$ cat src/rtl/trrb_pkg.sv
`timescale 1ns / 1ps
package trrb_pkg;

    localparam int LENGTH_BITS_DEF = 16;
    localparam int PAYLOAD_W       = 16;
    localparam int QUEUE_DEPTH     = 2;
    localparam int REPLY_LEN       = 40;

    localparam logic [15:0] ETHERTYPE_IPV4 = 16'h0800;
    localparam logic [7:0]  PROTO_TCP      = 8'd6;

    localparam logic [31:0] MATCH_ADDR_RST = 32'd0;
    localparam logic [15:0] MATCH_PORT_RST = 16'd8080;
    localparam logic [15:0] WINDOW_RST     = 16'd2017;
    localparam logic [7:0]  TTL_RST        = 8'd64;

    typedef enum logic [1:0] {
        CFG_MATCH_ADDRESS = 2'd0,
        CFG_MATCH_PORT    = 2'd1,
        CFG_REPLY_WINDOW  = 2'd2,
        CFG_REPLY_TTL     = 2'd3
    } t_cfg_index;

    // Everything the back end needs to build one reply.
    typedef struct packed {
        logic [31:0]          peer_address;
        logic [31:0]          own_address;
        logic [15:0]          peer_port;
        logic [15:0]          own_port;
        logic [31:0]          peer_sequence;
        logic [31:0]          peer_acknowledge;
        logic [PAYLOAD_W-1:0] payload;
    } t_desc;

    typedef enum logic [2:0] {
        B_IDLE,
        B_SUM1,
        B_SUM2,
        B_SUM3,
        B_FOLD,
        B_SEND
    } t_back_state;

    // Fold a ones' complement sum twice into 16 bits.
    function automatic logic [15:0] fold16(input logic [19:0] s);
        logic [16:0] a;
        logic [16:0] b;
        a = {1'b0, s[15:0]} + {13'd0, s[19:16]};
        b = {1'b0, a[15:0]} + {16'd0, a[16]};
        return b[15:0];
    endfunction

endpackage

$ cat src/rtl/trrb_front.sv
`timescale 1ns / 1ps
module trrb_front #(
    parameter int LENGTH_BITS = trrb_pkg::LENGTH_BITS_DEF
) (
    input  logic                 i_clk,
    input  logic                 i_rst_n,
    input  logic                 i_accept,
    input  logic [7:0]           i_byte,
    input  logic                 i_last,
    input  logic [31:0]          i_match_address,
    input  logic [15:0]          i_match_port,
    output logic                 o_push,
    output trrb_pkg::t_desc      o_desc
);
    import trrb_pkg::*;

    localparam logic [LENGTH_BITS-1:0] COUNT_MAX = {LENGTH_BITS{1'b1}};

    logic [LENGTH_BITS-1:0] r_pos, n_pos;
    logic [15:0] r_ether, n_ether;
    logic [3:0]  r_hw, n_hw;
    logic [7:0]  r_proto, n_proto;
    logic [31:0] r_peer_addr, n_peer_addr;
    logic [31:0] r_own_addr, n_own_addr;
    logic [15:0] r_peer_port, n_peer_port;
    logic [15:0] r_own_port, n_own_port;
    logic [31:0] r_seq, n_seq;
    logic [31:0] r_ack, n_ack;
    logic [3:0]  r_seg, n_seg;

    logic [6:0]             tcp_start;
    logic [7:0]             hdr_end;
    logic [LENGTH_BITS-1:0] ts_l, d, count, payload;
    logic                   in_tcp, match;

    always_comb begin
        n_ether     = (r_pos == LENGTH_BITS'(12) || r_pos == LENGTH_BITS'(13)) ?
                      {r_ether[7:0], i_byte} : r_ether;
        n_hw        = (r_pos == LENGTH_BITS'(14)) ? i_byte[3:0] : r_hw;
        n_proto     = (r_pos == LENGTH_BITS'(23)) ? i_byte : r_proto;
        n_peer_addr = (r_pos >= LENGTH_BITS'(26) && r_pos <= LENGTH_BITS'(29)) ?
                      {r_peer_addr[23:0], i_byte} : r_peer_addr;
        n_own_addr  = (r_pos >= LENGTH_BITS'(30) && r_pos <= LENGTH_BITS'(33)) ?
                      {r_own_addr[23:0], i_byte} : r_own_addr;

        tcp_start = 7'd14 + {1'b0, n_hw, 2'b00};
        ts_l      = LENGTH_BITS'(tcp_start);
        in_tcp    = (r_pos > LENGTH_BITS'(14)) && (n_hw >= 4'd5) && (r_pos >= ts_l);
        d         = r_pos - ts_l;

        n_peer_port = r_peer_port;
        n_own_port  = r_own_port;
        n_seq       = r_seq;
        n_ack       = r_ack;
        n_seg       = r_seg;
        if (in_tcp) begin
            if (d <= LENGTH_BITS'(1)) begin
                n_peer_port = {r_peer_port[7:0], i_byte};
            end else if (d <= LENGTH_BITS'(3)) begin
                n_own_port = {r_own_port[7:0], i_byte};
            end else if (d <= LENGTH_BITS'(7)) begin
                n_seq = {r_seq[23:0], i_byte};
            end else if (d <= LENGTH_BITS'(11)) begin
                n_ack = {r_ack[23:0], i_byte};
            end else if (d == LENGTH_BITS'(12)) begin
                n_seg = i_byte[7:4];
            end
        end

        // saturate the byte count
        count   = (r_pos == COUNT_MAX) ? COUNT_MAX : r_pos + LENGTH_BITS'(1);
        n_pos   = i_last ? '0 : count;
        hdr_end = {1'b0, tcp_start} + {2'b00, n_seg, 2'b00};
        payload = count - LENGTH_BITS'(hdr_end);

        match = (n_ether == ETHERTYPE_IPV4) && (n_proto == PROTO_TCP) &&
                (n_peer_addr == i_match_address) && (n_peer_port == i_match_port) &&
                (n_hw >= 4'd5) && (n_seg >= 4'd5) && (count >= LENGTH_BITS'(hdr_end));
    end

    always_ff @(posedge i_clk) begin
        if (!i_rst_n) begin
            r_pos       <= '0;
            r_ether     <= '0;
            r_hw        <= '0;
            r_proto     <= '0;
            r_peer_addr <= '0;
            r_own_addr  <= '0;
            r_peer_port <= '0;
            r_own_port  <= '0;
            r_seq       <= '0;
            r_ack       <= '0;
            r_seg       <= '0;
        end else if (i_accept) begin
            r_pos       <= n_pos;
            r_ether     <= n_ether;
            r_hw        <= n_hw;
            r_proto     <= n_proto;
            r_peer_addr <= n_peer_addr;
            r_own_addr  <= n_own_addr;
            r_peer_port <= n_peer_port;
            r_own_port  <= n_own_port;
            r_seq       <= n_seq;
            r_ack       <= n_ack;
            r_seg       <= n_seg;
        end
    end

    assign o_push = i_accept && i_last && match;

    always_comb begin
        o_desc.peer_address     = n_peer_addr;
        o_desc.own_address      = n_own_addr;
        o_desc.peer_port        = n_peer_port;
        o_desc.own_port         = n_own_port;
        o_desc.peer_sequence    = n_seq;
        o_desc.peer_acknowledge = n_ack;
        o_desc.payload          = PAYLOAD_W'(payload);
    end

endmodule

$ cat src/rtl/trrb_queue.sv
`timescale 1ns / 1ps
module trrb_queue (
    input  logic            i_clk,
    input  logic            i_rst_n,
    input  logic            i_push,
    input  trrb_pkg::t_desc i_desc,
    input  logic            i_pop,
    output logic            o_full,
    output logic            o_valid,
    output trrb_pkg::t_desc o_desc
);
    import trrb_pkg::*;

    localparam int PTR_W = $clog2(QUEUE_DEPTH);

    t_desc                    r_mem [QUEUE_DEPTH];
    logic [PTR_W-1:0]         r_wr, r_rd;
    logic [$clog2(QUEUE_DEPTH+1)-1:0] r_cnt;
    logic                     do_push, do_pop;

    assign o_full  = (r_cnt == ($clog2(QUEUE_DEPTH+1))'(QUEUE_DEPTH));
    assign o_valid = (r_cnt != '0);
    assign o_desc  = r_mem[r_rd];
    assign do_push = i_push && !o_full;
    assign do_pop  = i_pop && o_valid;

    always_ff @(posedge i_clk) begin
        if (do_push) begin
            r_mem[r_wr] <= i_desc;
        end
    end

    always_ff @(posedge i_clk) begin
        if (!i_rst_n) begin
            r_wr  <= '0;
            r_rd  <= '0;
            r_cnt <= '0;
        end else begin
            if (do_push) begin
                r_wr <= (r_wr == PTR_W'(QUEUE_DEPTH-1)) ? '0 : r_wr + PTR_W'(1);
            end
            if (do_pop) begin
                r_rd <= (r_rd == PTR_W'(QUEUE_DEPTH-1)) ? '0 : r_rd + PTR_W'(1);
            end
            if (do_push && !do_pop) begin
                r_cnt <= r_cnt + 1'b1;
            end else if (do_pop && !do_push) begin
                r_cnt <= r_cnt - 1'b1;
            end
        end
    end

endmodule

$ cat src/rtl/trrb_back.sv
`timescale 1ns / 1ps
module trrb_back (
    input  logic            i_clk,
    input  logic            i_rst_n,
    input  logic            i_valid,
    input  trrb_pkg::t_desc i_desc,
    output logic            o_pop,
    input  logic [15:0]     i_window,
    input  logic [7:0]      i_ttl,
    output logic            o_valid,
    output logic [7:0]      o_byte,
    output logic            o_end,
    input  logic            i_stall
);
    import trrb_pkg::*;

    t_back_state r_state, n_state;
    t_desc       r_desc;
    logic [15:0] r_id;
    logic [31:0] r_seqp;
    logic [17:0] r_addr_sum;
    logic [19:0] r_ip_raw;
    logic [18:0] r_tcp_part;
    logic [19:0] r_tcp_raw;
    logic [15:0] r_ip_csum, r_tcp_csum;
    logic [5:0]  r_idx;
    logic        r_valid, r_end;
    logic [7:0]  r_byte;

    logic        advance, load, last_byte;
    logic [7:0]  sel_byte;

    assign advance   = !r_valid || !i_stall;
    assign last_byte = (r_idx == 6'(REPLY_LEN - 1));

    // next state
    always_comb begin
        n_state = r_state;
        case (r_state)
            B_IDLE:  if (i_valid) n_state = B_SUM1;
            B_SUM1:  n_state = B_SUM2;
            B_SUM2:  n_state = B_SUM3;
            B_SUM3:  n_state = B_FOLD;
            B_FOLD:  n_state = B_SEND;
            B_SEND:  if (advance && last_byte) n_state = B_IDLE;
            default: n_state = B_IDLE;
        endcase
    end

    // outputs
    always_comb begin
        o_pop = 1'b0;
        load  = 1'b0;
        case (r_state)
            B_IDLE:  o_pop = i_valid;
            B_SEND:  load = advance;
            default: begin
                o_pop = 1'b0;
                load  = 1'b0;
            end
        endcase
    end

    always_comb begin
        case (r_idx)
            6'd0:    sel_byte = 8'h45;
            6'd3:    sel_byte = 8'(REPLY_LEN);
            6'd4:    sel_byte = r_id[15:8];
            6'd5:    sel_byte = r_id[7:0];
            6'd8:    sel_byte = i_ttl;
            6'd9:    sel_byte = PROTO_TCP;
            6'd10:   sel_byte = r_ip_csum[15:8];
            6'd11:   sel_byte = r_ip_csum[7:0];
            6'd12:   sel_byte = r_desc.own_address[31:24];
            6'd13:   sel_byte = r_desc.own_address[23:16];
            6'd14:   sel_byte = r_desc.own_address[15:8];
            6'd15:   sel_byte = r_desc.own_address[7:0];
            6'd16:   sel_byte = r_desc.peer_address[31:24];
            6'd17:   sel_byte = r_desc.peer_address[23:16];
            6'd18:   sel_byte = r_desc.peer_address[15:8];
            6'd19:   sel_byte = r_desc.peer_address[7:0];
            6'd20:   sel_byte = r_desc.own_port[15:8];
            6'd21:   sel_byte = r_desc.own_port[7:0];
            6'd22:   sel_byte = r_desc.peer_port[15:8];
            6'd23:   sel_byte = r_desc.peer_port[7:0];
            6'd24:   sel_byte = r_desc.peer_acknowledge[31:24];
            6'd25:   sel_byte = r_desc.peer_acknowledge[23:16];
            6'd26:   sel_byte = r_desc.peer_acknowledge[15:8];
            6'd27:   sel_byte = r_desc.peer_acknowledge[7:0];
            6'd28:   sel_byte = r_seqp[31:24];
            6'd29:   sel_byte = r_seqp[23:16];
            6'd30:   sel_byte = r_seqp[15:8];
            6'd31:   sel_byte = r_seqp[7:0];
            6'd32:   sel_byte = 8'h50;
            6'd33:   sel_byte = 8'h14;
            6'd34:   sel_byte = i_window[15:8];
            6'd35:   sel_byte = i_window[7:0];
            6'd36:   sel_byte = r_tcp_csum[15:8];
            6'd37:   sel_byte = r_tcp_csum[7:0];
            default: sel_byte = 8'h00;
        endcase
    end

    // datapath registers
    always_ff @(posedge i_clk) begin
        if (o_pop) begin
            r_desc <= i_desc;
        end
        case (r_state)
            B_SUM1: begin
                r_seqp     <= r_desc.peer_sequence + 32'(r_desc.payload);
                r_addr_sum <= 18'(r_desc.own_address[31:16]) + 18'(r_desc.own_address[15:0])
                            + 18'(r_desc.peer_address[31:16])
                            + 18'(r_desc.peer_address[15:0]);
            end
            B_SUM2: begin
                r_ip_raw   <= 20'(r_addr_sum) + 20'h4500 + 20'(REPLY_LEN) + 20'(r_id)
                            + 20'({i_ttl, PROTO_TCP});
                r_tcp_part <= 19'(r_desc.own_port) + 19'(r_desc.peer_port)
                            + 19'(r_desc.peer_acknowledge[31:16])
                            + 19'(r_desc.peer_acknowledge[15:0]);
            end
            B_SUM3: begin
                r_tcp_raw <= 20'(r_addr_sum) + 20'(r_tcp_part) + 20'(r_seqp[31:16])
                           + 20'(r_seqp[15:0]) + 20'h5014 + 20'd26 + 20'(i_window);
            end
            B_FOLD: begin
                r_ip_csum  <= ~fold16(r_ip_raw);
                r_tcp_csum <= ~fold16(r_tcp_raw);
            end
            default: begin
            end
        endcase
        if (load) begin
            r_byte <= sel_byte;
            r_end  <= last_byte;
        end
    end

    // control registers
    always_ff @(posedge i_clk) begin
        if (!i_rst_n) begin
            r_state <= B_IDLE;
            r_id    <= '0;
            r_idx   <= '0;
            r_valid <= 1'b0;
        end else begin
            r_state <= n_state;
            if (load) begin
                r_valid <= 1'b1;
                r_idx   <= last_byte ? '0 : r_idx + 6'd1;
                if (last_byte) begin
                    r_id <= r_id + 16'd1;
                end
            end else if (advance) begin
                r_valid <= 1'b0;
            end
        end
    end

    assign o_valid = r_valid;
    assign o_byte  = r_byte;
    assign o_end   = r_end & r_valid;

endmodule

$ cat src/rtl/tcp_reset_reply_builder_top.sv
`timescale 1ns / 1ps
// TCP reset reply builder, IPv4.
// Input channel: one captured Ethernet frame byte per word (i_frame_byte) with
// i_frame_last on the final byte; accepted when i_frame_valid is high and
// o_frame_stall is low. Up to one byte per cycle is taken.
// Output channel: a 40-word IPv4+TCP RST|ACK datagram (o_reply_byte) for
// each matched frame, o_reply_end on the 40th word; accepted when
// o_reply_valid is high and i_reply_stall is low.
// Flow: after the last frame byte is taken, its descriptor enters the queue;
// the back end takes it while idle, runs its four checksum setup steps and
// then sends the 40-word byte sequence, one word per cycle while the
// receiver does not stall, and takes no new descriptor until the reply ends.
// A matched frame is at least 54 bytes, so replies keep up with a link
// that delivers one byte per cycle; a two-entry descriptor queue absorbs
// receiver stalls and the input stalls only while that queue is full.
// Reset (synchronous, active low) clears the parser, the queue, the IP id
// counter and loads the register defaults. When the receiver stalls, hold
// the current reply word and keep parsing into the queue.
// Registers (i_cfg_index): 0 match address, 1 match port, 2 reply window,
// 3 reply TTL; write only while no reply is pending.
module tcp_reset_reply_builder_top #(
    parameter int LENGTH_BITS = trrb_pkg::LENGTH_BITS_DEF
) (
    input  logic        i_clk,
    input  logic        i_rst_n,
    input  logic        i_frame_valid,
    output logic        o_frame_stall,
    input  logic [7:0]  i_frame_byte,
    input  logic        i_frame_last,
    output logic        o_reply_valid,
    input  logic        i_reply_stall,
    output logic [7:0]  o_reply_byte,
    output logic        o_reply_end,
    input  logic        i_cfg_we,
    input  logic [1:0]  i_cfg_index,
    input  logic [31:0] i_cfg_data
);
    import trrb_pkg::*;

    logic [31:0] r_match_address;
    logic [15:0] r_match_port;
    logic [15:0] r_reply_window;
    logic [7:0]  r_reply_ttl;

    logic  push, pop, q_full, q_valid, accept;
    t_desc push_desc, head_desc;

    // register file
    always_ff @(posedge i_clk) begin
        if (!i_rst_n) begin
            r_match_address <= MATCH_ADDR_RST;
            r_match_port    <= MATCH_PORT_RST;
            r_reply_window  <= WINDOW_RST;
            r_reply_ttl     <= TTL_RST;
        end else if (i_cfg_we) begin
            case (t_cfg_index'(i_cfg_index))
                CFG_MATCH_ADDRESS: r_match_address <= i_cfg_data;
                CFG_MATCH_PORT:    r_match_port    <= i_cfg_data[15:0];
                CFG_REPLY_WINDOW:  r_reply_window  <= i_cfg_data[15:0];
                CFG_REPLY_TTL:     r_reply_ttl     <= i_cfg_data[7:0];
                default: begin
                end
            endcase
        end
    end

    // stall input only while the descriptor queue is full
    assign o_frame_stall = q_full;
    assign accept        = i_frame_valid && !q_full;

    trrb_front #(
        .LENGTH_BITS(LENGTH_BITS)
    ) u_front (
        .i_clk          (i_clk),
        .i_rst_n        (i_rst_n),
        .i_accept       (accept),
        .i_byte         (i_frame_byte),
        .i_last         (i_frame_last),
        .i_match_address(r_match_address),
        .i_match_port   (r_match_port),
        .o_push         (push),
        .o_desc         (push_desc)
    );

    trrb_queue u_queue (
        .i_clk  (i_clk),
        .i_rst_n(i_rst_n),
        .i_push (push),
        .i_desc (push_desc),
        .i_pop  (pop),
        .o_full (q_full),
        .o_valid(q_valid),
        .o_desc (head_desc)
    );

    trrb_back u_back (
        .i_clk   (i_clk),
        .i_rst_n (i_rst_n),
        .i_valid (q_valid),
        .i_desc  (head_desc),
        .o_pop   (pop),
        .i_window(r_reply_window),
        .i_ttl   (r_reply_ttl),
        .o_valid (o_reply_valid),
        .o_byte  (o_reply_byte),
        .o_end   (o_reply_end),
        .i_stall (i_reply_stall)
    );

endmodule

$ cat config.mk
export PLATFORM = sky130hd
export DESIGN_NAME = tcp_reset_reply_builder_top
export DESIGN_NICKNAME = d
export VERILOG_FILES = /design/src/rtl/trrb_pkg.sv /design/src/rtl/trrb_front.sv /design/src/rtl/trrb_queue.sv /design/src/rtl/trrb_back.sv /design/src/rtl/tcp_reset_reply_builder_top.sv
export SDC_FILE = /design/constraint.sdc
export NUM_CORES = 2
export LEC_CHECK = 0
export BUFFER_PORTS_ARGS = -buffer_cell sky130_fd_sc_hd__buf_2
export CORE_ASPECT_RATIO = 1.1
export CORE_MARGIN = 2
export CORE_UTILIZATION = 67
export CTS_BUF_LIST = sky130_fd_sc_hd__clkbuf_8
export DETAILED_ROUTE_END_ITERATION = 6
export MAX_ROUTING_LAYER = met4
export PLACE_DENSITY_LB_ADDON = 0.3
export RECOVER_POWER = 100
export SLEW_MARGIN = 20
export SYNTH_ARGS = -nofsm -noshare
export SYNTH_HDL_FRONTEND = slang
export SYNTH_SLANG_ARGS = --single-unit
export TNS_END_PERCENT = 100
$ cat constraint.sdc
create_clock -name i_clk -period 39 [get_ports i_clk]
set_clock_uncertainty 0.2 [all_clocks]
set_input_delay 5.85 -clock i_clk [delete_from_list [all_inputs] [get_ports i_clk]]
set_output_delay 5.85 -clock i_clk [all_outputs]
set_load 0.01 [all_outputs]
==> impl_metrics.toml <==
[routing]
routed-via-count = 34300
dr.pass1.iters = 7
viasPerCell = 6.34
wl_microns = 146000
ant_nets = 0
wl_per_cell_microns = 27.1
drc_errors = 1
drt_iter0_drc = 3995

[critical_path]
cp-start-kind = "primary input"
critPathMaxStageDelay_ps = 3060
timing.setup.critical_path_class = "in2reg"
crit_path_end_kind = "flop"
critPathArrivalTime_ps = 21400
worst_ep_required_time_ps = 39150
crit_path_top_delay_cell = "clkbuf_1"
cp_max_fo = 73

[grt]
grt_pass1_vias = 33400
grt_use_total = 0.406
grt_max_degree = 129
antenna_found_initial = 2
grt_pass1_wl_microns = 213000
grt_overflow_total = 0

[yosys]
post-synth-top-count-cell = "edfxtp_1"
synth_commonest_cells = "677 x edfxtp_1, 422 x nor2_1, 344 x nand2_1, 337 x inv_1, 310 x dfxtp_1"
yosysSeqAreaShare = 0.543
synth_area_per_cell_sq_um = 11.4
yosysWarningCount = 0
synth_nets = 4626
synth_edf_count = 677
netlist_area_sq_mm = 0.0489
synth_ff_type = "edfxtp_1"
syn-instance-count = 4297
async_reset_ff_frac = 0
ys_seq_elements = 987
netlist.area_leader.share = 0.416
synth_cell_types = 83
yosysTopAreaCell = "edfxtp_1"
yosys-top-cells-area = "edfxtp_1 42%, dfxtp_1 13%, mux2_2 7.0%"

[sta]
tightest_slew_ps = 4890
slew_headroom = -2.26
layout_setup_ws_ps = 17750
rsz0062_at_grt = "false"
min_period_over_period = 0.545
finalSetupViolCount = 0
hold_viol = 0
fmax_ghz = 0.0471
tns_ps = 0
slew_viol_final = 1297
fin_crit_ps = 21250

[clocking]
cts_buffers = 153
cts_setup_buffers = 0
root_buffer = "clkbuf_8"
clk_latency_ps = 850
ctsHoldBuffers = 0
cts_sinks = 987
ctsLongestPathBuffers = 3
htree_levels = 4
cts.repair.resized = 0
tritoncts = "yes"
path_clk_slew_ps = 60

[final_layout]
syn_to_final_growth_pct = 7.84
finalCoreUtilization = 0.731
fin_area_sq_mm = 0.0527
fin_cells = 5410
drive_gt1_frac = 0.0896
finalNetCount = 4669

[pwr]
cellLeakagePower_uw = 0.0203
ir_drop_mv = 0.0929
powerDensity_mw_per_mm2 = 89.8

[floorplan]
pin_count = 59
initial_core_util = 0.678
dieWidth_microns = 261
fp.dieH_microns = 287
dieArea_sq_mm = 0.0751
rows = 103
coreArea_sq_mm = 0.0720

[min_path]
hold_class = "reg2reg"

[place]
dpl_cell_area_sq_mm = 0.0499
dp_cells = 5129
dpl.hpwl_microns = 106000
gp_congestion = 1.14
port_buffers = 58
dpl_worst_slack_ps = 22790

[flow_run]
maxCapViolations = 22

[status]
failed_checks = "DRC, capacitance limit, slew limit"
status = "complete, but fails checks"
-- stage by stage --
| step | power [uW] | hold WS [ps] |
|---|---|---|
| 2_1_floorplan | 3200 | 227 |
| 3_3_place_gp | 3750 | 239 |
| 3_5_place_dp | 3830 | 245 |
| 4_1_cts | 4680 | 253 |
| 5_1_grt | 5030 | 281 |
| 6_report | 4730 | 253 |
-- report_power, final --
group          internal (uW)  switching [uW]
Combinational            906            1280
Sequential              1480             222
Clock                    420             429
-- metal layers --
layer | vias to the layer above | track usage | share of wire
li1 | 15400 | - | -
met1 | 16600 | 0.497 | 0.37
met2 | 1820 | 0.628 | 0.46
met3 | 440 | 0.0803 | 0.093
met4 | 0 | 0.241 | 0.072
met5 | - | - | 0
-- sequential cells by signal (all words and copies together), names as in the netlist, 18 cells and up --
signal	cells
u_back.r_seqp	32
u_front.r_peer_addr	32
u_back.r_ip_raw	20
u_queue.r_mem	352
u_front.r_own_addr	32
u_back.r_desc	176
u_back.r_addr_sum	18
r_match_address	32
u_front.r_ack	32
u_back.r_tcp_raw	20
u_front.r_seq	32
u_back.r_tcp_part	18
-- layout by cell type, fill, tap and decap left out, drive strengths merged, types with 15 or more instances in the layout --
master and instances:
edfxtp 677, nor2 422, inv 391, nand2 344
dfxtp 310, mux2 303, a21oi 218, clkbuf 205
ha 182, nor3 165, xnor2 128, xor2 114
fa 99, o21ai 90, nand3 88, a22oi 69
nand4 60, mux2i 52, clkinv 50, buf 47
a211oi 46, and2 40, a21o 36, and3 29
a221oi 25, a22o 21, nor2b 20, a21boi 19
or3 16, nor4 15
-- logic make-up after synthesis --
logic type,share of synthesized area
flip-flops,0.543
AND/OR/NAND/NOR,0.119
AO/OA/AOI/OAI,0.0844
multiplexers,0.0808
adder cells (fa/ha/maj),0.0874
buffers and inverters,0.0417
XOR/XNOR,0.0434
-- area by class of cell --
class,count,area (sq um)
inverter,338,1270
tap,945,1180
multi-input combinational,2772,20300
fill,4721,19400
clock inverter,114,741
sequential,987,26500
clock buffer,164,2260
antenna,2,5.00
timing repair buffer,88,412
-- worst paths after layout --
check,start,to,slack [ps],depth (start not counted)
setup reg to reg,u_front.r_pos[1],u_queue.r_mem[1][123],21960,31
setup / recovery,i_frame_byte[2],u_queue.r_mem[1][123],17750,30
hold / removal,u_front.r_ether[11],u_front.r_ether[11],250,2
hold reg to reg,u_front.r_ether[11],u_front.r_ether[11],250,2
-- critical path: cells and delay by family --
kind / cells / cell delay [ps]
compound gates: 10 / 3000
fa+ha+maj: 4 / 1360
buf+inv: 5 / 6240
mux: 1 / 410
simple gates: 10 / 4450
No activity file was read; power rests on OpenSTA's default activity.
